File: src/rtl/v3alu_delay.sv
// Fixed-depth delay line that keeps side data in step with the long units.
// Depends on nothing.
module v3alu_delay #(
	parameter int WIDTH = 8,
	parameter int DEPTH = 4
) (
	input  logic             clk,
	input  logic [WIDTH-1:0] d,
	output logic [WIDTH-1:0] q
);

	logic [WIDTH-1:0] sr_q [DEPTH];

	always_ff @(posedge clk) begin
		sr_q[0] <= d;
		for (int i = 1; i < DEPTH; i++) begin
			sr_q[i] <= sr_q[i-1];
		end
	end

	assign q = sr_q[DEPTH-1];

endmodule

File: config.mk
export PLATFORM = sky130hd
export DESIGN_NAME = v3alu_delay
export DESIGN_NICKNAME = d
export VERILOG_FILES = /design/src/rtl/v3alu_delay.sv
export SDC_FILE = /design/constraint.sdc
export NUM_CORES = 1
export LEC_CHECK = 0
export BUFFER_PORTS_ARGS = -buffer_cell sky130_fd_sc_hd__buf_4
export CAP_MARGIN = 20
export CORE_UTILIZATION = 30
export CTS_BUF_LIST = sky130_fd_sc_hd__clkbuf_4 sky130_fd_sc_hd__clkbuf_8
export CTS_CLUSTER_SIZE = 20
export DETAILED_ROUTE_END_ITERATION = 6
export PLACE_DENSITY_LB_ADDON = 0.2
export SETUP_SLACK_MARGIN = 0.02
export SYNTH_ARGS = -nofsm -noshare
export SYNTH_HDL_FRONTEND = slang
export SYNTH_SLANG_ARGS = --single-unit
File: constraint.sdc
create_clock -name clk -period 0.8 [get_ports clk]
set_input_delay 0.12 -clock clk [delete_from_list [all_inputs] [get_ports clk]]
set_output_delay 0.12 -clock clk [all_outputs]
set_load 0.02 [all_outputs]
After elaboration in Yosys (flattened, before gate mapping). Memories as Yosys holds them, arrays and structs flattened. Cells that the tools add are included.

Logic and storage cells: 1. Flip-flop bits (word level): 0. Output and inout port bits: 8. Memory bits (writable): 32. Memories kept: 1.

Memory list: sr_q (depth 4, width 8, read ports 4, clocked after memory_dff 0, wr ports 4, line 12) `logic [WIDTH-1:0] sr_q [DEPTH];`.

Depth between registers and ports, before layout. Gate-level depths: netlist of the first run.

Depth in word-level cells: 0. Mapped depth: 0.

Worst setup path before layout of the first run. OpenSTA, ideal clock, no wires.

Kind: reg2out. Start point: memory sr_q[3][0]. End point: output q[0]. Stages on the path, launching flop included: 1. Data required time: 680 ps. Buffers on the path: 0. Data arrival time: 395 ps. Slack: 285 ps. Cell sequence: dfxtp_1.

RTL lines: from (decl) (line 12); to (decl) (line 9) `output logic [WIDTH-1:0] q`.

==> impl_metrics.toml, run 1 <==
[setup_path]
timing.critical_path.required_ps = 680
crit_path_cell_trace = "buf_6"
critical_path.top_delay_family = "flip-flops"
worst_r2r_path_depth = 0
cp.depth = 1
critPathMaxFanout = 1
critPathSlowestCell = "sky130_fd_sc_hd__dfxtp_2"
setup.worst_path.end_class = "output port"
arrival_ps = 750
cp.buffers_inverters = 1
crit_path_max_incr_delay_ps = 330
critPathLaunchType = "register"
critical_path_class = "reg -> out"

[logic_synthesis]
post_syn_area_um2 = 641
ys.warnings.count = 0
synth_area_per_cell_um2 = 20.0
synth_fp_nets = 41
synthDistinctLibCells = 1
seq_area_frac_synth = 1.00
ys_seq_elements = 32
synth_cells = 32

[cts]
tritoncts = "built"
cts_buffer_depth = 2
insertion_delay_ps = 310
cts.repair_timing.setup_buffer_count = 0
cts.sink_count = 32
clock_pin_slew_on_the_worst_setup_and_hold_paths_ps = 80
clock_tree.root_cell = "sky130_fd_sc_hd__clkbuf_4"
clock_buffer_count_from_cts = 5
cts-htree-levels = 2

[run_status]
violated_checks = "setup timing"
outcome = "finished, violations left"

[cells_and_area]
multi_input_comb_area_um2 = 0
n_multi_input_combinational_cell = 0
largest_register_ffs = 32
layout.filler_cells = 179
syn_to_final_growth_pct = 52.9
design.final.nets = 72
num_antenna_cells = 0
seqCellArea_um2 = 651
final_cell_area_um2 = 980
end_of_flow_core_utilization = 0.494
layout_common_cells = "sky130_fd_sc_hd__dfxtp_1 (24), sky130_fd_sc_hd__dlygate4sd3_1 (8), sky130_fd_sc_hd__buf_4 (8), sky130_fd_sc_hd__buf_6 (8), sky130_fd_sc_hd__dfxtp_2 (8)"
final_cell_count_no_fill = 90
layout.cells.most_common = "sky130_fd_sc_hd__dfxtp_1"
layout_top_registers = "sr_q (32)"
drive_above_1_share = 0.492
largest_register = "sr_q"

[power_and_ir_drop]
clkPwrFrac = 0.342
power_report.internal_total_mw = 2.27
power_switching_share = 0.186
switching_power_mw = 0.518
power.share.combinational = 0.047
fin_total_pwr_mw = 2.78
power.static_leakage_nw = 0.428
vdd_drop_max_mv = 1.48
seq_power_share = 0.611
power_density_nw_per_um2 = 2840

[global_route]
first_global_vias = 240
grt_start_max_net_pins = 10
grt_pass1_wl_um = 945
grtUsageTotal = 0.0780
initial_antenna_violation_count = 0
global_route.overflow_total = 0

[route]
drt-wirelength-per-cell_um = 7.63
post-route-drc-count = 0
dr.pass1.iters = 3
detail-route-antenna-nets = 0
drt_iter0_markers = 8
routed_vias = 303
route.detailed.vias_per_inst = 3.37
routed_wirelength_um = 687

[die]
floorplan.core_area_um2 = 1980
pin_count = 17
die_h_um = 48.2
fp.dieArea_um2 = 2320
starting_density = 0.323
std_cell_rows = 16
floorplan.die.width_um = 48.2

[hold_path]
hold-path-cell-count = 0
min_path_type = "reg -> reg"

[sta]
finalCriticalPeriod_ps = 874
setup_repair_after_global_routing_missed_its_margin = "yes"
setup-violations-final = 8
hold-worst-slack_ps = 329
fmax_mhz = 1140
worst-slew-pin-transition_ps = 84.0
finalMaxSlewViolations = 0
min_period_over_period = 1.09
max_slew_margin = 0.944
setup_ws_ps = -73.5
timing.clock.skew_ps = 2.80
report.final.hold_viol_count = 0
finalSetupTns_ps = -541

[placement]
io_buffer_count = 16
post-place-cells = 75
routabilityCongestion = 0.508
placement.setup.worst_slack_ps = 245
placedInstanceArea_um2 = 795

[run]
max_cap_violations = 0
-- power groups by stage --
stage | Sequential [mW] | Clock, mW | Combinational [mW]
6_report | 1.70 | 0.952 | 0.131
4_1_cts | 1.70 | 1.00 | 0.131
5_1_grt | 1.71 | 1.09 | 0.140
3_5_place_dp | 1.73 | 0 | 0.0879
3_3_place_gp | 1.73 | 0 | 0.0870
2_1_floorplan | 1.76 | 0 | 0
-- synth_stat cells --
| master | count | share of area |
|---|---|---|
| sky130_fd_sc_hd__dfxtp_1 | 32 | 1.0 |
-- routing by layer --
| layer | up-vias | routed length (um) | GRT usage |
|---|---|---|---|
| li1 | 158 | - | - |
| met1 | 127 | 259 | 0.0628 |
| met2 | 16 | 357 | 0.0853 |
| met3 | 2 | 60 | 0.0889 |
| met4 | 0 | 9 | 0.100 |
| met5 | - | 0 | 0 |
-- cells by family after synthesis --
family,Yosys count,synth area share
flops,32,1.00
-- what timing repair did --
action                     4_1_cts  5_1_grt
setup endpoints to repair        8        8
hold buffers                     8        0
gates resized for setup         15        1
cloned                           0        0
hold endpoints to repair         8        0
-- final timing paths --
check                                         from            endpoint  slack, ps
worst min-delay path            sr_q[2][1]$_DFF_P_  sr_q[3][1]$_DFF_P_        330
worst min register to register  sr_q[2][1]$_DFF_P_  sr_q[3][1]$_DFF_P_        330
worst max-delay path            sr_q[3][4]$_DFF_P_                q[4]        -70
worst max register to register  sr_q[2][3]$_DFF_P_  sr_q[3][3]$_DFF_P_        400
-- layout make-up --
| cell class | count | share of cell area |
|---|---|---|
| Timing Repair Buffer | 24 | 0.235 |
| Sequential cell | 32 | 0.664 |
| Clock buffer | 7 | 0.0664 |
| Tap cell | 27 | 0.0345 |
(Power assumes the default switching activity.)
==> inputs of run 2 (changes only) <==
- CORE_UTILIZATION: 30 -> 40
==> run 2 against run 1 <==
The run still ends with setup timing left. Critical path depth is the same. Sequential cell count is the same. Via count shrank 0.99%. Worst setup slack gained 25 ps. Sequential share of layout area grew 2.9 points. Sequential power is essentially flat. Combinational power is essentially flat. Die area shrank 24%. Power shrank 9.9%. Critical path type unchanged. Largest cell class unchanged.
==> impl_metrics.toml, run 2 (synthesized netlist as in run 1, its figures left out) <==
[cells_and_area]
seqCellArea_um2 = 651
layout.cells.most_common = "sky130_fd_sc_hd__dfxtp_1"
largest_register_ffs = 32
final_cell_count_no_fill = 77
multi_input_comb_area_um2 = 0
largest_register = "sr_q"
n_multi_input_combinational_cell = 0
layout_common_cells = "sky130_fd_sc_hd__dfxtp_1 (24), sky130_fd_sc_hd__dlygate4sd3_1 (8), sky130_fd_sc_hd__buf_4 (8), sky130_fd_sc_hd__buf_6 (8), sky130_fd_sc_hd__dfxtp_2 (8)"
layout_top_registers = "sr_q (32)"
design.final.nets = 72
layout.filler_cells = 124
drive_above_1_share = 0.475
syn_to_final_growth_pct = 46.5
num_antenna_cells = 0

[setup_path]
critPathLaunchType = "register"
critPathMaxFanout = 1
worst_r2r_path_depth = 0
timing.critical_path.required_ps = 680
regToRegEndpoint = "sr_q[3][4]$_DFF_P_"
setup.worst_path.end_class = "output port"
critical_path.top_delay_family = "flip-flops"
crit_path_cell_trace = "buf_6"
timing.reg2reg.setup_slack_ps = 400
critical_path_class = "reg -> out"
regToRegStartpoint = "sr_q[2][4]$_DFF_P_"
critPathSlowestCell = "sky130_fd_sc_hd__dfxtp_2"
arrival_ps = 730
cp.buffers_inverters = 1
crit_path_max_incr_delay_ps = 320

[run_status]
outcome = "finished, violations left"
violated_checks = "setup timing"

[sta]
worst-slew-pin-transition_ps = 75.9
finalSetupTns_ps = -357
finalCriticalPeriod_ps = 848
report.final.hold_viol_count = 0
setup_ws_ps = -48.0
setup-violations-final = 8
max_slew_margin = 0.949
timing.clock.skew_ps = 2.01
finalMaxSlewViolations = 0
fmax_mhz = 1180
min_period_over_period = 1.06
setup_repair_after_global_routing_missed_its_margin = "yes"

[global_route]
global_route.overflow_total = 0
grt_start_max_net_pins = 9
first_global_vias = 281
grt_pass1_wl_mm = 1.08
initial_antenna_violation_count = 0
grtUsageTotal = 0.0919

[route]
routed_vias = 300
drt_iter0_markers = 4
detail-route-antenna-nets = 0
route.detailed.vias_per_inst = 3.90
drt-wirelength-per-cell_um = 7.09
routed_wirelength_um = 546
dr.pass1.iters = 2
post-route-drc-count = 0

[placement]
post-place-cells = 64
routabilityCongestion = 0.504
io_buffer_count = 16
placement.setup.worst_slack_ps = 247

[cts]
cts.repair_timing.setup_buffer_count = 0
clock_pin_slew_on_the_worst_setup_and_hold_paths_ps = 70
insertion_delay_ps = 290
cts.sink_count = 32
clock_tree.root_cell = "sky130_fd_sc_hd__clkbuf_4"
tritoncts = "built"
cts-htree-levels = 2
clock_buffer_count_from_cts = 5
cts_buffer_depth = 2

[power_and_ir_drop]
power_density_nw_per_um2 = 2670
power.static_leakage_nw = 0.413
vdd_drop_max_mv = 1.64

[hold_path]
hold_start = "sr_q[1][2]$_DFF_P_"
hold-path-cell-count = 0
hold_endpoint = "sr_q[2][2]$_DFF_P_"
min_path_type = "reg -> reg"

[run]
max_cap_violations = 0

[die]
pin_count = 17
floorplan.core_area_um2 = 1510
die_h_um = 42.0
fp.dieArea_um2 = 1770
starting_density = 0.425
std_cell_rows = 14
floorplan.die.width_um = 42.0
run 2: metal layers:
layer	track usage	share of wire	routed length (um)
met3	0.0560	0.084	46
met5	0	0	0
met2	0.113	0.48	260
met4	0.113	0.038	21
met1	0.0954	0.40	218
run 2: worst max-delay path by stage:
stage / start / to / cells past startpoint / slack [ps]
after floorplan: sr_q[3][0]$_DFF_P_ / q[0] / 0 / 280
after global placement: sr_q[3][2]$_DFF_P_ / q[2] / 1 / 260
after detailed placement: sr_q[3][4]$_DFF_P_ / q[4] / 1 / 250
final: sr_q[3][4]$_DFF_P_ / q[4] / 1 / -50
after global routing: sr_q[3][1]$_DFF_P_ / q[1] / 1 / -100
after CTS: sr_q[3][4]$_DFF_P_ / q[4] / 1 / -70
run 2: report_power, final:
part	total (mW)	switching, mW	leakage (nW)	internal, mW
sequential	1.70	0.0198	0.270	1.68
combinational	0.131	0.0427	0.120	0.0879
clock	0.677	0.385	0.0230	0.292
total	2.51	0.448	0.413	2.06
run 2: area by class of cell:
class,instances,area share
Sequential cell,32,0.693
Tap cell,16,0.0213
Timing Repair Buffer,24,0.245
Clock buffer,5,0.0400
run 2: what timing repair did:
item	in CTS	in global routing
resized for setup	16	0
hold buffers	8	0
endpoints found under the setup margin	8	8
endpoints found under the hold margin	8	0
run 2: through the flow:
step | instance area [um^2] | hold WS, ps | power [mW] | utilization
final | 938 | 327 | 2.51 | 0.623
after global routing | 938 | 337 | 2.66 | 0.623
after CTS | 938 | 328 | 2.54 | 0.623
after detailed placement | 781 | 226 | 1.82 | 0.518
after global placement | 781 | 224 | 1.82 | 0.518
after floorplan | 641 | 148 | 1.76 | -
