[config.mk]
export PLATFORM = sky130hd
export DESIGN_NAME = v3alu_isqrt
export DESIGN_NICKNAME = d
export VERILOG_FILES = /design/src/rtl/v3alu_pkg.sv /design/src/rtl/v3alu_isqrt.sv
export SDC_FILE = /design/constraint.sdc
export NUM_CORES = 2
export LEC_CHECK = 0
export BUFFER_PORTS_ARGS = -buffer_cell sky130_fd_sc_hd__clkbuf_2
export CORE_MARGIN = 10
export CORE_UTILIZATION = 63
export DETAILED_ROUTE_END_ITERATION = 12
export PLACE_DENSITY = 0.79
export RECOVER_POWER = 50
export REMOVE_ABC_BUFFERS = 1
export SYNTH_ARGS = -nofsm -noshare
export SYNTH_HDL_FRONTEND = slang
export SYNTH_SLANG_ARGS = --single-unit
[constraint.sdc]
create_clock -name clk -period 4.2 [get_ports clk]
set_input_delay 0 -clock clk [delete_from_list [all_inputs] [get_ports clk]]
set_output_delay 0 -clock clk [all_outputs]
set_load 0.05 [all_outputs]
[src/rtl/v3alu_pkg.sv]
// Shared types, constants and the saturation helper for the Q16.16 vector ALU.
// No dependencies.
package v3alu_pkg;

	localparam int W  = 32;
	localparam int F  = 16;
	localparam int XW = 2 * W + 2;
	localparam int QW = W + F;

	typedef logic signed [W-1:0]   word_t;
	typedef logic [W-1:0]          uword_t;
	typedef logic signed [2*W-1:0] prod_t;
	typedef logic signed [XW-1:0]  xw_t;
	typedef word_t [2:0]           vec_t;

	localparam logic [3:0] CMD_ADD       = 4'd0;
	localparam logic [3:0] CMD_SUB       = 4'd1;
	localparam logic [3:0] CMD_SCALE     = 4'd2;
	localparam logic [3:0] CMD_DIVIDE    = 4'd3;
	localparam logic [3:0] CMD_NEGATE    = 4'd4;
	localparam logic [3:0] CMD_DOT       = 4'd5;
	localparam logic [3:0] CMD_CROSS     = 4'd6;
	localparam logic [3:0] CMD_LENGTH    = 4'd7;
	localparam logic [3:0] CMD_NORMALIZE = 4'd8;
	localparam logic [3:0] CMD_REFLECT   = 4'd9;

	localparam logic [1:0] ST_OK   = 2'd0;
	localparam logic [1:0] ST_DIVZ = 2'd1;
	localparam logic [1:0] ST_SAT  = 2'd2;

	localparam word_t W_MAX = {1'b0, {(W-1){1'b1}}};
	localparam word_t W_MIN = {1'b1, {(W-1){1'b0}}};

	typedef struct packed {
		logic [3:0] cmd;
		word_t      ax;
		word_t      ay;
		word_t      az;
		word_t      bx;
		word_t      by;
		word_t      bz;
		word_t      scalar_in;
	} req_t;

	typedef struct packed {
		word_t      rx;
		word_t      ry;
		word_t      rz;
		word_t      scalar_out;
		logic [1:0] status;
	} rsp_t;

	typedef struct packed {
		word_t v;
		logic  ovf;
	} sat_t;

	typedef struct packed {
		vec_t       r;
		word_t      sc;
		logic [1:0] st;
	} res_t;

	typedef struct packed {
		logic [3:0] cmd;
		vec_t       a;
		word_t      s;
		res_t       res;
	} pipe_t;

	typedef struct packed {
		logic [3:0] cmd;
		res_t       res;
	} tail_t;

	function automatic sat_t sat_x(input xw_t x);
		sat_t r;
		if (x > xw_t'(W_MAX)) begin
			r.v   = W_MAX;
			r.ovf = 1'b1;
		end else if (x < xw_t'(W_MIN)) begin
			r.v   = W_MIN;
			r.ovf = 1'b1;
		end else begin
			r.v   = x[W-1:0];
			r.ovf = 1'b0;
		end
		return r;
	endfunction

endpackage

[src/rtl/v3alu_isqrt.sv]
// Pipelined integer square root, one result bit per stage.
// Depends on v3alu_pkg.
module v3alu_isqrt
	import v3alu_pkg::*;
(
	input  logic           clk,
	input  logic [2*W-1:0] radicand,
	output uword_t         root
);

	localparam int RW = 2 * W;

	logic [RW-1:0] n_i [W];
	logic [RW-1:0] r_i [W];
	logic [RW-1:0] t   [W];
	logic [RW-1:0] n_q [W-1];
	logic [RW-1:0] r_q [W];

	for (genvar k = 0; k < W; k++) begin : g_step
		localparam logic [RW-1:0] BIT = {{(RW-1){1'b0}}, 1'b1} << (RW - 2 - 2 * k);
		if (k == 0) begin : g_first
			assign n_i[k] = radicand;
			assign r_i[k] = '0;
		end else begin : g_next
			assign n_i[k] = n_q[k-1];
			assign r_i[k] = r_q[k-1];
		end
		assign t[k] = r_i[k] + BIT;
		always_ff @(posedge clk) begin
			if (n_i[k] >= t[k]) begin
				r_q[k] <= (r_i[k] >> 1) + BIT;
			end else begin
				r_q[k] <= r_i[k] >> 1;
			end
		end
		if (k < W - 1) begin : g_rem
			always_ff @(posedge clk) begin
				n_q[k] <= (n_i[k] >= t[k]) ? n_i[k] - t[k] : n_i[k];
			end
		end
	end

	assign root = r_q[W-1][W-1:0];

endmodule

## Word-level counts from Yosys, hierarchy flattened

Memories as Yosys holds them, arrays and structs flattened.
Index checks and enable logic that the tools add are counted.

- Register bits: 0
- Latch bits: 0
- Bits in writable memories: 4,032
- Bits in read-only memories: 0
- Bits of input ports: 65
- Output and inout bits: 32
- Word-level logic and storage cells: 318
- Memories kept: 2

- Add/sub/neg operators: 93
- Multiply operators: 0
- Divide/modulo/power cells: 0
- Order comparisons: 32
- Eq/ne operators: 0
- Shift operators: 0
- Muxes and demuxes: 159
- Bitwise operators: 32
- Reductions and logical operators: 0

Memory list:

| memory | depth | width | read ports | clocked after memory_dff | wr ports | line | text |
|---|---|---|---|---|---|---|---|
| r_q | 32 | 64 | 32 | 0 | 32 | v3alu_isqrt.sv:17 | `logic [RW-1:0] r_q [W];` |
| n_q | 31 | 64 | 31 | 0 | 31 | v3alu_isqrt.sv:16 | `logic [RW-1:0] n_q [W-1];` |

Operators by type and width:

| operator | number |
|---|---|
| 64-bit two-way mux | 63 |
| 64-bit greater-or-equal comparator | 31 |
| 64-bit subtractor | 30 |
| 1-bit two-way mux | 96 |
| 63-bit by 1-bit adder with 64-bit output (second input constant) | 1 |
| 63-bit by 11-bit adder with 64-bit output (second input constant) | 1 |
| 63-bit by 13-bit adder with 64-bit output (second input constant) | 1 |
| 63-bit by 15-bit adder with 64-bit output (second input constant) | 1 |
| 63-bit by 17-bit adder with 64-bit output (second input constant) | 1 |
| 63-bit by 19-bit adder with 64-bit output (second input constant) | 1 |
| 63-bit by 21-bit adder with 64-bit output (second input constant) | 1 |
| 63-bit by 23-bit adder with 64-bit output (second input constant) | 1 |
| 63-bit by 25-bit adder with 64-bit output (second input constant) | 1 |
| 63-bit by 27-bit adder with 64-bit output (second input constant) | 1 |
| 63-bit by 29-bit adder with 64-bit output (second input constant) | 1 |
| 63-bit by 3-bit adder with 64-bit output (second input constant) | 1 |
| 63-bit by 31-bit adder with 64-bit output (second input constant) | 1 |
| 63-bit by 33-bit adder with 64-bit output (second input constant) | 1 |
| 63-bit by 35-bit adder with 64-bit output (second input constant) | 1 |
| 63-bit by 37-bit adder with 64-bit output (second input constant) | 1 |
| 63-bit by 39-bit adder with 64-bit output (second input constant) | 1 |
| 63-bit by 41-bit adder with 64-bit output (second input constant) | 1 |
| 63-bit by 43-bit adder with 64-bit output (second input constant) | 1 |
| 63-bit by 45-bit adder with 64-bit output (second input constant) | 1 |
| 45 further kinds | 76 |

## Logic depth before layout (Yosys ltp)

An unclocked memory read counts as a cell.

- Depth in word-level cells: 6
- Depth in mapped cells: 15
- Depth with buffers taken out: 13

## Worst setup path before layout

Ideal clock, no wire load.

- Kind: register to register
- Start: memory r_q[1][777] (netlist name)
- End: memory n_q[1][885] (netlist name)
- Library setup time: 0.133 ns
- Arrival: 3.242 ns
- Data required time: 4.067 ns
- Setup slack: 0.825 ns
- Stages on the path, launching flop included: 13
- Buffers on the path: 0
- Period minus slack after synthesis: 3.375 ns
- Cells stage by stage: dfxtp_1 -> inv_1 -> ha_1 -> a211oi_1 -> o21ai_0 -> o22ai_1 -> o211ai_1 -> o21ai_1 -> o221ai_1 -> a2111oi_1 -> nand3_1 -> o41ai_1 -> o21ai_0

RTL lines:

| element | line |
|---|---|
| start, declared | v3alu_isqrt.sv:17 |
| end, declared | v3alu_isqrt.sv:16 |

==> results.txt <==
The worst path in the final design needs a cycle of 3.89 ns, including I/O delays and setup. Measured along the x axis, the die boundary spans 408 um. CTS placed an instance of sky130_fd_sc_hd__clkbuf_16 at the clock tree root.

The critical path data arrival time came out at 4.65 ns. In this run the worst path has a maximum fanout of 7. The clock net in this run drives a total of 2512 sinks. The number of design rule violations left after detail routing is 0, and the number of enable flip-flop cells after synthesis is 0. The kind of cell with the highest combined delay along the critical path is simple AND/OR/NAND/NOR gates. The first global-routing pass estimated 392000 um of wire. Combined buffer and inverter count along the critical path: 3.

The final cycle utilization of the critical path was 92.7%. The run gives 178000 um as the HPWL after detailed placement. The design draws 74.8 mW. The mean instance size in the synthesized netlist is 9.93 sq um, and the max-cap check violation count is 0. The tools report the routed wire length as 252000 um.

Setup violations remaining at the end of the flow were counted as 0. For this run, the total global-route usage over all layers was measured as 29.1%. The run finished with clean final reports. The synthesized design spends more area on one cell type than any other, namely sky130_fd_sc_hd__dfxtp_1.

At the pin with the least slew margin, the transition time is 1.33 ns. The commonest cells after synthesis are sky130_fd_sc_hd__dfxtp_1 (2512), sky130_fd_sc_hd__inv_1 (693), sky130_fd_sc_hd__nor2_1 (676), sky130_fd_sc_hd__a21oi_1 (659), sky130_fd_sc_hd__nand2_1 (605). In this run the most critical hold path is launched from radicand[49].

For this block, the initial DRC count from the detailed router was 6394. Once detail routing completed, the nets flagged for antenna violations numbered 0. For the total of fill cells in the finished design, the log shows 10500. Across all layers, the routed design uses 71300 vias.

The tools report the fraction of power consumed by sequential logic as 45.7%. Global routing finished with a remaining overflow of 0. Synthesis produced a netlist whose cell count is 9540. For the critical path data required time, the log shows 4.95 ns. The async set-reset flop share out of synthesis was 0%. TritonCTS built the clock tree. The count of buffers added on input and output ports is 96. In the routed layout, each cell is associated on average with a via count of 5.89. The number of levels in the clock H-tree is 4, and the setup skew after layout is 0.134 ns.

The path category of the worst min-delay check is in2reg. Post-synthesis cell type count: 85. Setup slack on the worst reg-to-reg path comes out at 0.31 ns.

The count of final hold-check violations came out at 0. The category of the most critical setup path was reg2reg. Post-synthesis instance area: 94700 sq um.

The post-detailed-route wirelength per cell was 20.8 um; the total internal power was 50.0 mW. The relative contribution of combinational cells to total power came out at 24.3%. The switching power share of the total is 33.2%.

The initialized floorplan defines 142 standard-cell rows. The number of synthesis warnings came out at 0. The endpoint identified for the worst register-to-register timing path is n_q[1][885].

The maximum single-stage delay on the critical path came out at 0.53 ns. The floorplan die height was 408 um. Sequential elements use 53.1% of the synthesized area. In the synthesized netlist the dominant register cell turns out to be sky130_fd_sc_hd__dfxtp_1. In this run the standard cell core region covers 150000 sq um. The highest attainable clock frequency was 257 MHz; the via count of the first global-routing pass was 70800. Walking the worst path, the cells encountered are inv_1 > ha_1 > nand4b_1 > nor2_1 > nand3_1 > nor4_2 > or4_1 > nor3_2 > a2111oi_1 > buf_4 > nand3_1 > buf_4 > o41ai_1 > o21ai_0. On the critical path, the stage with the largest delay is an instance of sky130_fd_sc_hd__nor4_2. The worst slew slack as a fraction of its limit came out at 10.8%. For the maximum VDD drop, the log shows 604 uV. The setup slack of the critical path after layout is 0.307 ns, and the fraction of final layout cells with drive strength greater than 1 is 6.68%. The pin count of the biggest net entering global routing was 60; the number of buffers created by CTS was 230. Once the floorplan was initialized, standard cells occupied 63.3% of the core. The number of detailed-route iterations in the first pass is 8. Hold timing on the final database bottoms out at a slack of 0.127 ns. The proportion of power drawn by the clock network is 30.0%. The most common cell in the synthesized netlist is sky130_fd_sc_hd__dfxtp_1. The clock passes through at most 3 buffers. The logs give 0.90 ns for the worst-skew pair later-pin latency and 0.968 for the routability congestion estimate.

Counting instances, the worst hold path has a depth of 5. The floorplan step defined a die boundary enclosing 166000 sq um. Clock-pin slew was measured on the worst setup and hold paths at 0.08 ns.

After detailed placement, the design holds a cell count of 11500. Launching element type of the critical path: a register. The reported leakage power is 49.0 nW, and the worst-case reg-to-reg path depth is 14. Critical register-to-register path startpoint: r_q[1][800]. The tools report the number of max-slew violations in the final report as 0. Yosys attributes the largest share of cell area to sky130_fd_sc_hd__dfxtp_1 (53%), sky130_fd_sc_hd__ha_1 (7.4%), sky130_fd_sc_hd__xnor2_1 (4.5%). In this run the power spent charging and discharging nets is 24.8 mW. Number of antenna violations at the first check in global routing: 11. After clock tree synthesis, the setup repair step added 0 buffers. The boundary pin count was 97.

The area share of the leading cell type in the synthesized netlist was 53.1%. Worst hold endpoint: r_q[0][62]. In this run the power density over the cells is 698 nW/um^2.

Before CTS, the worst setup slack after placement is 0.253 ns. After the last flow step, the layout net total stands at 10500. Synthesis-to-layout area growth: 13.2%.

STA classifies the critical path endpoint as a register. Setup repair after global routing left no endpoint under its margin. Number of standard cells in the layout, taps in and fillers out: 12100. The synthesized design contains 2512 register bits.
-- placed cells by master, fill, tap and decap left out, drive strengths merged, types with 29 or more instances in the layout --
master,n
a211oi,34
a21o,207
a21oi,659
a31oi,43
and2,29
and3,39
buf,69
bufinv,29
clkbuf,401
clkinv,78
dfxtp,2512
dlygate4sd3,130
ha,558
inv,701
mux2,85
nand2,605
nand2b,114
nand3,166
nand3b,30
nand4,157
nor2,676
nor2b,96
nor3,255
nor4,344
nor4b,32
o211ai,35
o21a,80
o21ai,428
o21bai,43
o31ai,34
or2,30
or3,93
or4,71
xnor2,488
xor2,401
-- stage by stage --
step                      util, %  instance area (sq um)  TNS [ns]
after global placement       65.3                  97600         0
after global routing         71.6                 107000         0
final                        71.6                 107000         0
after floorplan                 -                  94000   -103.24
after detailed placement     65.3                  97600         0
after CTS                    71.7                 107000         0
-- worst register-to-register path: cells and delay by family, from the launching register on --
family                   cells  cell delay (ns)
AO/OA/AOI/OAI                3             0.74
adder cells (fa/ha/maj)      1             0.40
buffers and inverters        3             0.45
AND/OR/NAND/NOR              7             1.80
flip-flops                   1             0.39
-- cell families after synthesis --
group	synth area share (%)
flip-flops	53.1
AO/OA/AOI/OAI	11.5
multiplexers	1.06
adder cells (fa/ha/maj)	7.37
XOR/XNOR	8.22
AND/OR/NAND/NOR	15.3
buffers and inverters	3.49
-- area by class of cell --
class / instances / area, sq um / area share [%]
well taps: 2016 / 2520 / 2.35
diodes: 8 / 20.0 / 0.0187
inverters: 696 / 2610 / 2.44
clock buffers: 305 / 6510 / 6.07
repair buffers: 295 / 2250 / 2.10
flip-flops and latches: 2512 / 50300 / 46.9
clock inverters: 129 / 1770 / 1.65
multi-input cells: 6152 / 41200 / 38.4
-- registers in the layout (all words and copies together), names as in the netlist --
register	flops
r_q	528
n_q	1984
-- worst max-delay path by stage --
stage,start,end,slack [ns],depth (start not counted)
6_report,r_q[1][800],n_q[1][885],0.31,14
3_3_place_gp,r_q[1][800],n_q[1][885],0.30,14
4_1_cts,n_q[1][618],n_q[1][696],0.22,11
5_1_grt,r_q[1][800],n_q[1][885],0.02,14
3_5_place_dp,n_q[1][618],n_q[1][696],0.25,11
2_1_floorplan,r_q[1][666],n_q[1][746],-1.22,12
-- layer usage --
metal,vias up,track usage (%),share of wire [%]
li1,33800,-,-
met1,34000,35.9,41
met2,2690,50.9,49
met3,729,4.66,6.4
met4,4,10.8,4.0
met5,-,0,0.012
-- power by group through the flow --
stage | registers, mW | logic, mW | clock network (mW)
after floorplan | 32.5 | 13.6 | 0
after global placement | 34.4 | 17.1 | 0
after detailed placement | 34.4 | 17.5 | 0
after CTS | 34.0 | 17.8 | 22.4
after global routing | 34.6 | 20.0 | 23.6
final | 34.2 | 18.2 | 22.4
-- timing repair --
action                                  4_1_cts  5_1_grt
hold buffers                                130        0
endpoints found under the hold margin        65        0
endpoints found under the setup margin        0       17
resized for setup                             0        2
Power figures use the tool's default switching activity.
