==> src/rtl/v3alu_pkg.sv <==
// Shared types, constants and the saturation helper for the Q16.16 vector ALU.
// No dependencies.
package v3alu_pkg;

	localparam int W  = 32;
	localparam int F  = 16;
	localparam int XW = 2 * W + 2;
	localparam int QW = W + F;

	typedef logic signed [W-1:0]   word_t;
	typedef logic [W-1:0]          uword_t;
	typedef logic signed [2*W-1:0] prod_t;
	typedef logic signed [XW-1:0]  xw_t;
	typedef word_t [2:0]           vec_t;

	localparam logic [3:0] CMD_ADD       = 4'd0;
	localparam logic [3:0] CMD_SUB       = 4'd1;
	localparam logic [3:0] CMD_SCALE     = 4'd2;
	localparam logic [3:0] CMD_DIVIDE    = 4'd3;
	localparam logic [3:0] CMD_NEGATE    = 4'd4;
	localparam logic [3:0] CMD_DOT       = 4'd5;
	localparam logic [3:0] CMD_CROSS     = 4'd6;
	localparam logic [3:0] CMD_LENGTH    = 4'd7;
	localparam logic [3:0] CMD_NORMALIZE = 4'd8;
	localparam logic [3:0] CMD_REFLECT   = 4'd9;

	localparam logic [1:0] ST_OK   = 2'd0;
	localparam logic [1:0] ST_DIVZ = 2'd1;
	localparam logic [1:0] ST_SAT  = 2'd2;

	localparam word_t W_MAX = {1'b0, {(W-1){1'b1}}};
	localparam word_t W_MIN = {1'b1, {(W-1){1'b0}}};

	typedef struct packed {
		logic [3:0] cmd;
		word_t      ax;
		word_t      ay;
		word_t      az;
		word_t      bx;
		word_t      by;
		word_t      bz;
		word_t      scalar_in;
	} req_t;

	typedef struct packed {
		word_t      rx;
		word_t      ry;
		word_t      rz;
		word_t      scalar_out;
		logic [1:0] status;
	} rsp_t;

	typedef struct packed {
		word_t v;
		logic  ovf;
	} sat_t;

	typedef struct packed {
		vec_t       r;
		word_t      sc;
		logic [1:0] st;
	} res_t;

	typedef struct packed {
		logic [3:0] cmd;
		vec_t       a;
		word_t      s;
		res_t       res;
	} pipe_t;

	typedef struct packed {
		logic [3:0] cmd;
		res_t       res;
	} tail_t;

	function automatic sat_t sat_x(input xw_t x);
		sat_t r;
		if (x > xw_t'(W_MAX)) begin
			r.v   = W_MAX;
			r.ovf = 1'b1;
		end else if (x < xw_t'(W_MIN)) begin
			r.v   = W_MIN;
			r.ovf = 1'b1;
		end else begin
			r.v   = x[W-1:0];
			r.ovf = 1'b0;
		end
		return r;
	endfunction

endpackage

==> src/rtl/v3alu_merge.sv <==
// Merge stage: combines lane products into per-op results, the dot sum and
// the squared magnitude. Depends on v3alu_pkg.
module v3alu_merge
	import v3alu_pkg::*;
(
	input  logic         clk,
	input  logic [3:0]   cmd,
	input  word_t        a [3],
	input  word_t        b [3],
	input  prod_t        p1 [3],
	input  prod_t        p2 [3],
	output res_t         res_s2,
	output sat_t         dot_s2,
	output logic [2*W-1:0] sq_s2
);

	sat_t ladd [3];
	sat_t lsub [3];
	sat_t lscl [3];
	sat_t lneg [3];
	sat_t lcrs [3];
	sat_t dot;
	xw_t  dsum;
	res_t res;
	logic [2*W-1:0] sq;

	always_comb begin
		for (int i = 0; i < 3; i++) begin
			ladd[i] = sat_x(xw_t'(a[i]) + xw_t'(b[i]));
			lsub[i] = sat_x(xw_t'(a[i]) - xw_t'(b[i]));
			lscl[i] = sat_x(xw_t'(p1[i]) >>> F);
			lneg[i] = sat_x(-xw_t'(a[i]));
			lcrs[i] = sat_x((xw_t'(p1[i]) - xw_t'(p2[i])) >>> F);
		end
		dsum = xw_t'(p1[0]) + xw_t'(p1[1]) + xw_t'(p1[2]);
		dot  = sat_x(dsum >>> F);
		sq   = $unsigned(p1[0]) + $unsigned(p1[1]) + $unsigned(p1[2]);

		res = '0;
		unique case (cmd)
			CMD_ADD: begin
				for (int i = 0; i < 3; i++) res.r[i] = ladd[i].v;
				res.st = (ladd[0].ovf | ladd[1].ovf | ladd[2].ovf) ? ST_SAT : ST_OK;
			end
			CMD_SUB: begin
				for (int i = 0; i < 3; i++) res.r[i] = lsub[i].v;
				res.st = (lsub[0].ovf | lsub[1].ovf | lsub[2].ovf) ? ST_SAT : ST_OK;
			end
			CMD_SCALE: begin
				for (int i = 0; i < 3; i++) res.r[i] = lscl[i].v;
				res.st = (lscl[0].ovf | lscl[1].ovf | lscl[2].ovf) ? ST_SAT : ST_OK;
			end
			CMD_NEGATE: begin
				for (int i = 0; i < 3; i++) res.r[i] = lneg[i].v;
				res.st = (lneg[0].ovf | lneg[1].ovf | lneg[2].ovf) ? ST_SAT : ST_OK;
			end
			CMD_CROSS: begin
				for (int i = 0; i < 3; i++) res.r[i] = lcrs[i].v;
				res.st = (lcrs[0].ovf | lcrs[1].ovf | lcrs[2].ovf) ? ST_SAT : ST_OK;
			end
			CMD_DOT: begin
				res.sc = dot.v;
				res.st = dot.ovf ? ST_SAT : ST_OK;
			end
			default: res = '0;
		endcase
	end

	always_ff @(posedge clk) begin
		res_s2 <= res;
		dot_s2 <= dot;
		sq_s2  <= sq;
	end

endmodule

==> config.mk <==
export PLATFORM = sky130hd
export DESIGN_NAME = v3alu_merge
export DESIGN_NICKNAME = d
export VERILOG_FILES = /design/src/rtl/v3alu_pkg.sv /design/src/rtl/v3alu_merge.sv
export SDC_FILE = /design/constraint.sdc
export NUM_CORES = 2
export LEC_CHECK = 0
export ABC_AREA = 1
export BUFFER_PORTS_ARGS = -buffer_cell sky130_fd_sc_hd__buf_4
export CAP_MARGIN = 20
export CORE_ASPECT_RATIO = 1.75
export CORE_MARGIN = 3
export CORE_UTILIZATION = 50
export CTS_CLUSTER_SIZE = 10
export DETAILED_ROUTE_END_ITERATION = 16
export GPL_ROUTABILITY_DRIVEN = 0
export PLACE_DENSITY_LB_ADDON = 0.08
export SLEW_MARGIN = 10
export SYNTH_ARGS = -nofsm -noshare
export SYNTH_HDL_FRONTEND = slang
export SYNTH_SLANG_ARGS = --single-unit
export TNS_END_PERCENT = 100
==> constraint.sdc <==
create_clock -name clk -period 8.4 [get_ports clk]
set_input_delay 1.26 -clock clk [delete_from_list [all_inputs] [get_ports clk]]
set_output_delay 1.26 -clock clk [all_outputs]
set_load 0.01 [all_outputs]
==> results by group, run 1 <==
Run status
  – Stage where the run ended: global routing
  – Status: did not finish
  – Error: [ERROR GRT-0116] Global routing finished with congestion. Check the congestion regions in the DRC Viewer.

Global route
  – First-pass GRT wire length: around 460,000 um
  – Total track usage: 60.4%
  – Largest net degree at the start of global routing: 69
  – Vias in the first global route: 67,500
  – Total gr overflow: 110

Place
  – Cells after DPL: approximately 11,000
  – Input/output buffers: 806
  – Placed cell area: roughly 56,000 um2
  – HPWL Detailed: 238,000 um

Yosys
  – Synth warnings: 0
  – Post-synth cell types: 67
  – Syn_area_per_cell: 5.39 um2
  – Cell Area, Synth: ~49,000 um2
  – Mapped Nets: about 10,000
  – Ys async rst share: 0%
  – Post-synthesis compound-gate area fraction: between 10% and 20%
  – Post-synth top flop: dfxtp_1
  – Mapped Cells: roughly 9,000
  – Synth Area in Adders: 14.5%
  – Simple-Gate Fraction of Synth Area: 40.4%
  – Seq/Total Area, Yosys: 9.19%
  – XOR/XNOR Fraction of Synth Area: 6.24%
  – Yosys reg bits: 226
  – Mux cell area share after synthesis: 0%
  – Post-synth EDFFs: 0
  – Main combinational cell family by area after synthesis: simple AND/OR/NAND/NOR gates

CTS
  – Post-CTS setup buffer count: 0
  – Post_cts resized: 0
  – Clk Tree Root Cell: clkbuf_16
  – Hold_buf cts: 0
  – Clock Sinks: 226
  – Clock buffer depth: 3
  – CTS Buf Count: 29
  – H-tree depth: 1

Die
  – I/O pins: 808
  – Initial Utilization: 50.6%
  – Die width: 243 um
  – Site Rows: 151
  – Die span in y: 421 um
## kinds of logic after synthesis
kind of cell,after synthesis
and+or+nand+nor,4829
buffers and inverters,1912
AOI/OAI and AO/OA,1287
adders and majority gates,526
xor gates and xnor gates,350
DFF,226
other,1
## metrics by stage
| stage | utilization, % | worst slack [ns] | hold WS [ns] |
|---|---|---|---|
| 4_1_cts | 58.6 | 3.57 | 0.931 |
| 3_5_place_dp | 57.7 | 2.92 | 1.61 |
| 3_3_place_gp | 57.7 | 2.69 | 1.60 |
| 2_1_floorplan | - | 3.99 | 1.43 |
## synthesized netlist by cell type (18+ instances only)
| library cell | number | share of area [%] |
|---|---|---|
| nor2_2 | 45 | 0.57 |
| nand2_1 | 3084 | 24 |
| a211oi_1 | 18 | 0.27 |
| xnor2_1 | 88 | 1.6 |
| nor4_1 | 60 | 0.76 |
| o21ai_0 | 330 | 3.4 |
| a31oi_1 | 68 | 0.86 |
| nand3_1 | 391 | 4.0 |
| o21ai_1 | 54 | 0.55 |
| inv_2 | 25 | 0.19 |
| xor2_1 | 261 | 4.6 |
| dfxtp_1 | 226 | 9.2 |
| buf_4 | 20 | 0.31 |
| nand4_1 | 93 | 1.2 |
| ha_1 | 455 | 12 |
| nor3_1 | 97 | 0.99 |
| nand3b_1 | 36 | 0.55 |
| fa_1 | 71 | 2.9 |
| and3_1 | 29 | 0.37 |
| a21oi_1 | 630 | 6.4 |
| inv_1 | 1703 | 13 |
| buf_2 | 81 | 0.82 |
| o21bai_1 | 76 | 1.2 |
| nor2_1 | 901 | 6.9 |
| nand2_2 | 34 | 0.43 |
| buf_6 | 19 | 0.43 |
| o211ai_1 | 36 | 0.55 |
| clkbuf_1 | 49 | 0.37 |
## metal layers
| layer | global-route usage [%] | overflow |
|---|---|---|
| met1 | 56.4 | 1 |
| met2 | 85.2 | 46 |
| met3 | 37.5 | 10 |
| met4 | 65.8 | 53 |
| met5 | 8.06 | 0 |
==> run 2, diff against run 1 <==
CORE_ASPECT_RATIO = default   (was 1.75)
CORE_UTILIZATION = 35   (was 50)
CTS_CLUSTER_SIZE = default   (was 10)
PLACE_DENSITY_LB_ADDON = 0.15   (was 0.08)
==> run 2 against run 1 <==
  * The run now ends clean
  * Synthesized cell count unchanged
  * Area after synthesis unchanged
==> results by group, run 2 <==
Global route
  – Largest net degree at the start of global routing: 65
  – Total gr overflow: 0
  – Total track usage: 34.4%
  – Initial antenna violation count: 38
  – First-pass GRT wire length: ~370,000 um
  – Vias in the first global route: 56,800

Drt
  – Vias: 61,800
  – Avg WL per Cell: 22.6 um
  – DRC viols: 0
  – DRT iter0 DRCs: roughly 7,600
  – Via/cell ratio: roughly 5.3
  – Post-route ant nets: 0
  – Final wirelength: 265,000 um
  – 1st-pass router iterations: 9

Yosys
  – Post-synth cell types: 67 (unchanged)
  – Yosys reg bits: 226 (unchanged)
  – Cell Area, Synth: 49,200 um2 (unchanged)
  – Mapped Nets: 10,200 (unchanged)
  – Post-synth top flop: dfxtp_1 (unchanged)
  – Top cells by area, synth: nand2_1 (24%), inv_1 (13%), ha_1 (12%) (unchanged)
  – Mapped Cells: 9,131 (unchanged)
  – Top cells by count, synth: nand2_1 (3,084), inv_1 (1,703), nor2_1 (901) (unchanged)
  – Most common cell in the netlist: nand2_1 (unchanged)
  – Post-synth EDFFs: 0 (unchanged)
  – Syn_area_per_cell: 5.39 um2 (unchanged)
  – Seq/Total Area, Yosys: 9.19% (unchanged)
  – Synth top area share: 23.5% (unchanged)
  – Ys async rst share: 0% (unchanged)
  – Leading area contributor after synthesis: nand2_1 (unchanged)
  – Synth warnings: 0 (unchanged)

Critical path
  – Data required, critical path: between 8 and 9 ns
  – Crit path launch type: primary input
  – CP max-delay cell: nand2_1
  – Top cell by count, worst path: nand2_1
  – WS Path Type: in2reg
  – Arrival time worst endpoint: approximately 5.6 ns
  – Critical-path maximum fanout: 21
  – Crit path buffers/inverters: 4
  – Sequence of cells on the critical path: buf_4 -> inv_1 -> ha_1 -> nand3_2 -> nor4_2 -> nand2_1 -> nor2_1 -> nand2_1 -> nor2_1 -> inv_1 -> nor2_1 -> nand2_1 -> nor3_1 -> nand4_1 -> ha_1 -> nor3b_1 -> nand3b_1 -> nand2_1 -> nand2_1 -> inv_1 -> a211oi_1 -> nand4_1
  – Critical Path End Type: flip-flop
  – Top Family by Delay on Critical Path: simple AND/OR/NAND/NOR gates
  – Largest stage delay on the critical path: 0.60 ns

Timing
  – Setup-failing EPs final: 0
  – Final hold violation count: 0
  – RSZ-0062 raised after global routing: false
  – Setup TNS: 0 ns
  – Highest clock rate: 0.194 GHz
  – Slew @ Worst Pin: between 1 and 1.5 ns
  – Tmin final: 5.14 ns
  – Fin Hold WS: 0.930 ns
  – Slew Limit Fails: 0
  – Final worst slack: 3.26 ns
  – Relative slew slack: between 20% and 30%
  – Final Cycle Share: 61.2%

CTS
  – Post_cts resized: 0 (unchanged)
  – TritonCTS clock tree: yes
  – H-tree depth: 1 (unchanged)
  – Hold_buf cts: 0 (unchanged)
  – CTS Buf Count: 29 (unchanged)
  – Post-CTS setup buffer count: 0 (unchanged)
  – Clk slew on worst S/H paths: about 0.06 ns
  – Clock Sinks: 226 (unchanged)
  – Clock buffer depth: 3 (unchanged)
  – Clk Tree Root Cell: clkbuf_16 (unchanged)

Place
  – Pre-CTS setup slack: 2.45 ns (was 2.92 ns)
  – Placed cell area: 56,800 um2 (was 56,100 um2)
  – Input/output buffers: 806 (unchanged)
  – HPWL Detailed: 233,000 um (was 238,000 um)

Die
  – Initial Utilization: 35.5% (was 50.6%)
  – Core area: between 100,000 and 150,000 um2
  – Site Rows: 136 (was 151)
  – Die width: 381 um (was 243 um)
  – Die span in y: 381 um (was 421 um)
  – Die area: 145,000 um2
  – I/O pins: 808 (unchanged)

Power
  – VDD IR max: 186 uV
  – Power Dens Cells: 141 nW/um2
  – Leakage power: 0.0327 uW

Layout
  – Commonest non-fill, non-tap cells in the layout: nand2_1 (3,084), inv_1 (1,702), nor2_1 (901), buf_4 (827), a21oi_1 (630)
  – Layout cell share with drive strength beyond 1: 10.7%
  – Final nets: 10,900
  – Largest register FFs: ~130
  – Final Cell Area: 57,900 um2
  – Layout area overhead: 17.7%
  – Leading cell type in the layout, fill and taps excluded: nand2_1
  – Largest regs: res_s2: 129 flops, sq_s2: 64 flops, dot_s2: 33 flops
  – Biggest register: res_s2

Run status
  – Status: completed (was did not finish)

Job
  – Max-cap violations: 0

Worst hold path
  – Hold Path Class: in2reg
run 2: cell counts after synthesis:
No cell type changed its count.
run 2: path summary, 6_finish.rpt:
| check | startpoint | to | slack, ns | cells past startpoint |
|---|---|---|---|---|
| min | a[64] | res_s2[34] | 0.93 | 3 |
| max | a[64] | res_s2[62] | 3.26 | 22 |
run 2: final cells by class:
type                    count  area (um2)
inverters                1732        6500
diodes                     31        77.6
repair buffers            829        6230
multi-input cells        6993       37200
well taps                1863        2330
fillers                 15700       80600
clock inverters            20         254
flip-flops and latches    226        4520
clock buffers              33         771
run 2: logic make-up after synthesis:
logic type      Yosys count  share of synthesized area [%]
compound gates         1287                           14.5
xor+xnor                350                           6.24
fa+ha+maj               526                           14.5
buf+inv                1912                           15.3
flops                   226                           9.19
other cells               1                        0.00762
simple gates           4829                           40.4
run 2: tightest hold or removal path: cells and delay by family:
kind            cells  cell delay, ns
buf+inv             1            0.09
simple gates        1            0.10
compound gates      1            0.08
run 2: through the flow:
| step | total power, uW | cells | utilization [%] |
|---|---|---|---|
| after floorplan | 4480 | 9131 | - |
| after global placement | 6620 | 11600 | 41.0 |
| after detailed placement | 6640 | 11600 | 41.0 |
| after CTS | 8030 | 11700 | 41.7 |
| after global routing | 8670 | 11700 | 41.8 |
| final | 8150 | 11700 | 41.8 |
run 2: per-layer routing:
metal	GRT usage [%]	vias to the layer above	share of wire, %
li1	-	29800	-
met1	47.1	28000	42
met2	49.4	3434	39
met3	7.74	544	11
met4	19.3	18	6.7
met5	0	-	0.052
run 2: where the power goes:
part           switching [uW]  internal [uW]  leakage, uW
registers                 141           1380      0.00188
clock network             578            791     0.000504
logic                    3520           1750       0.0303
Power figures use the tool's default switching activity.
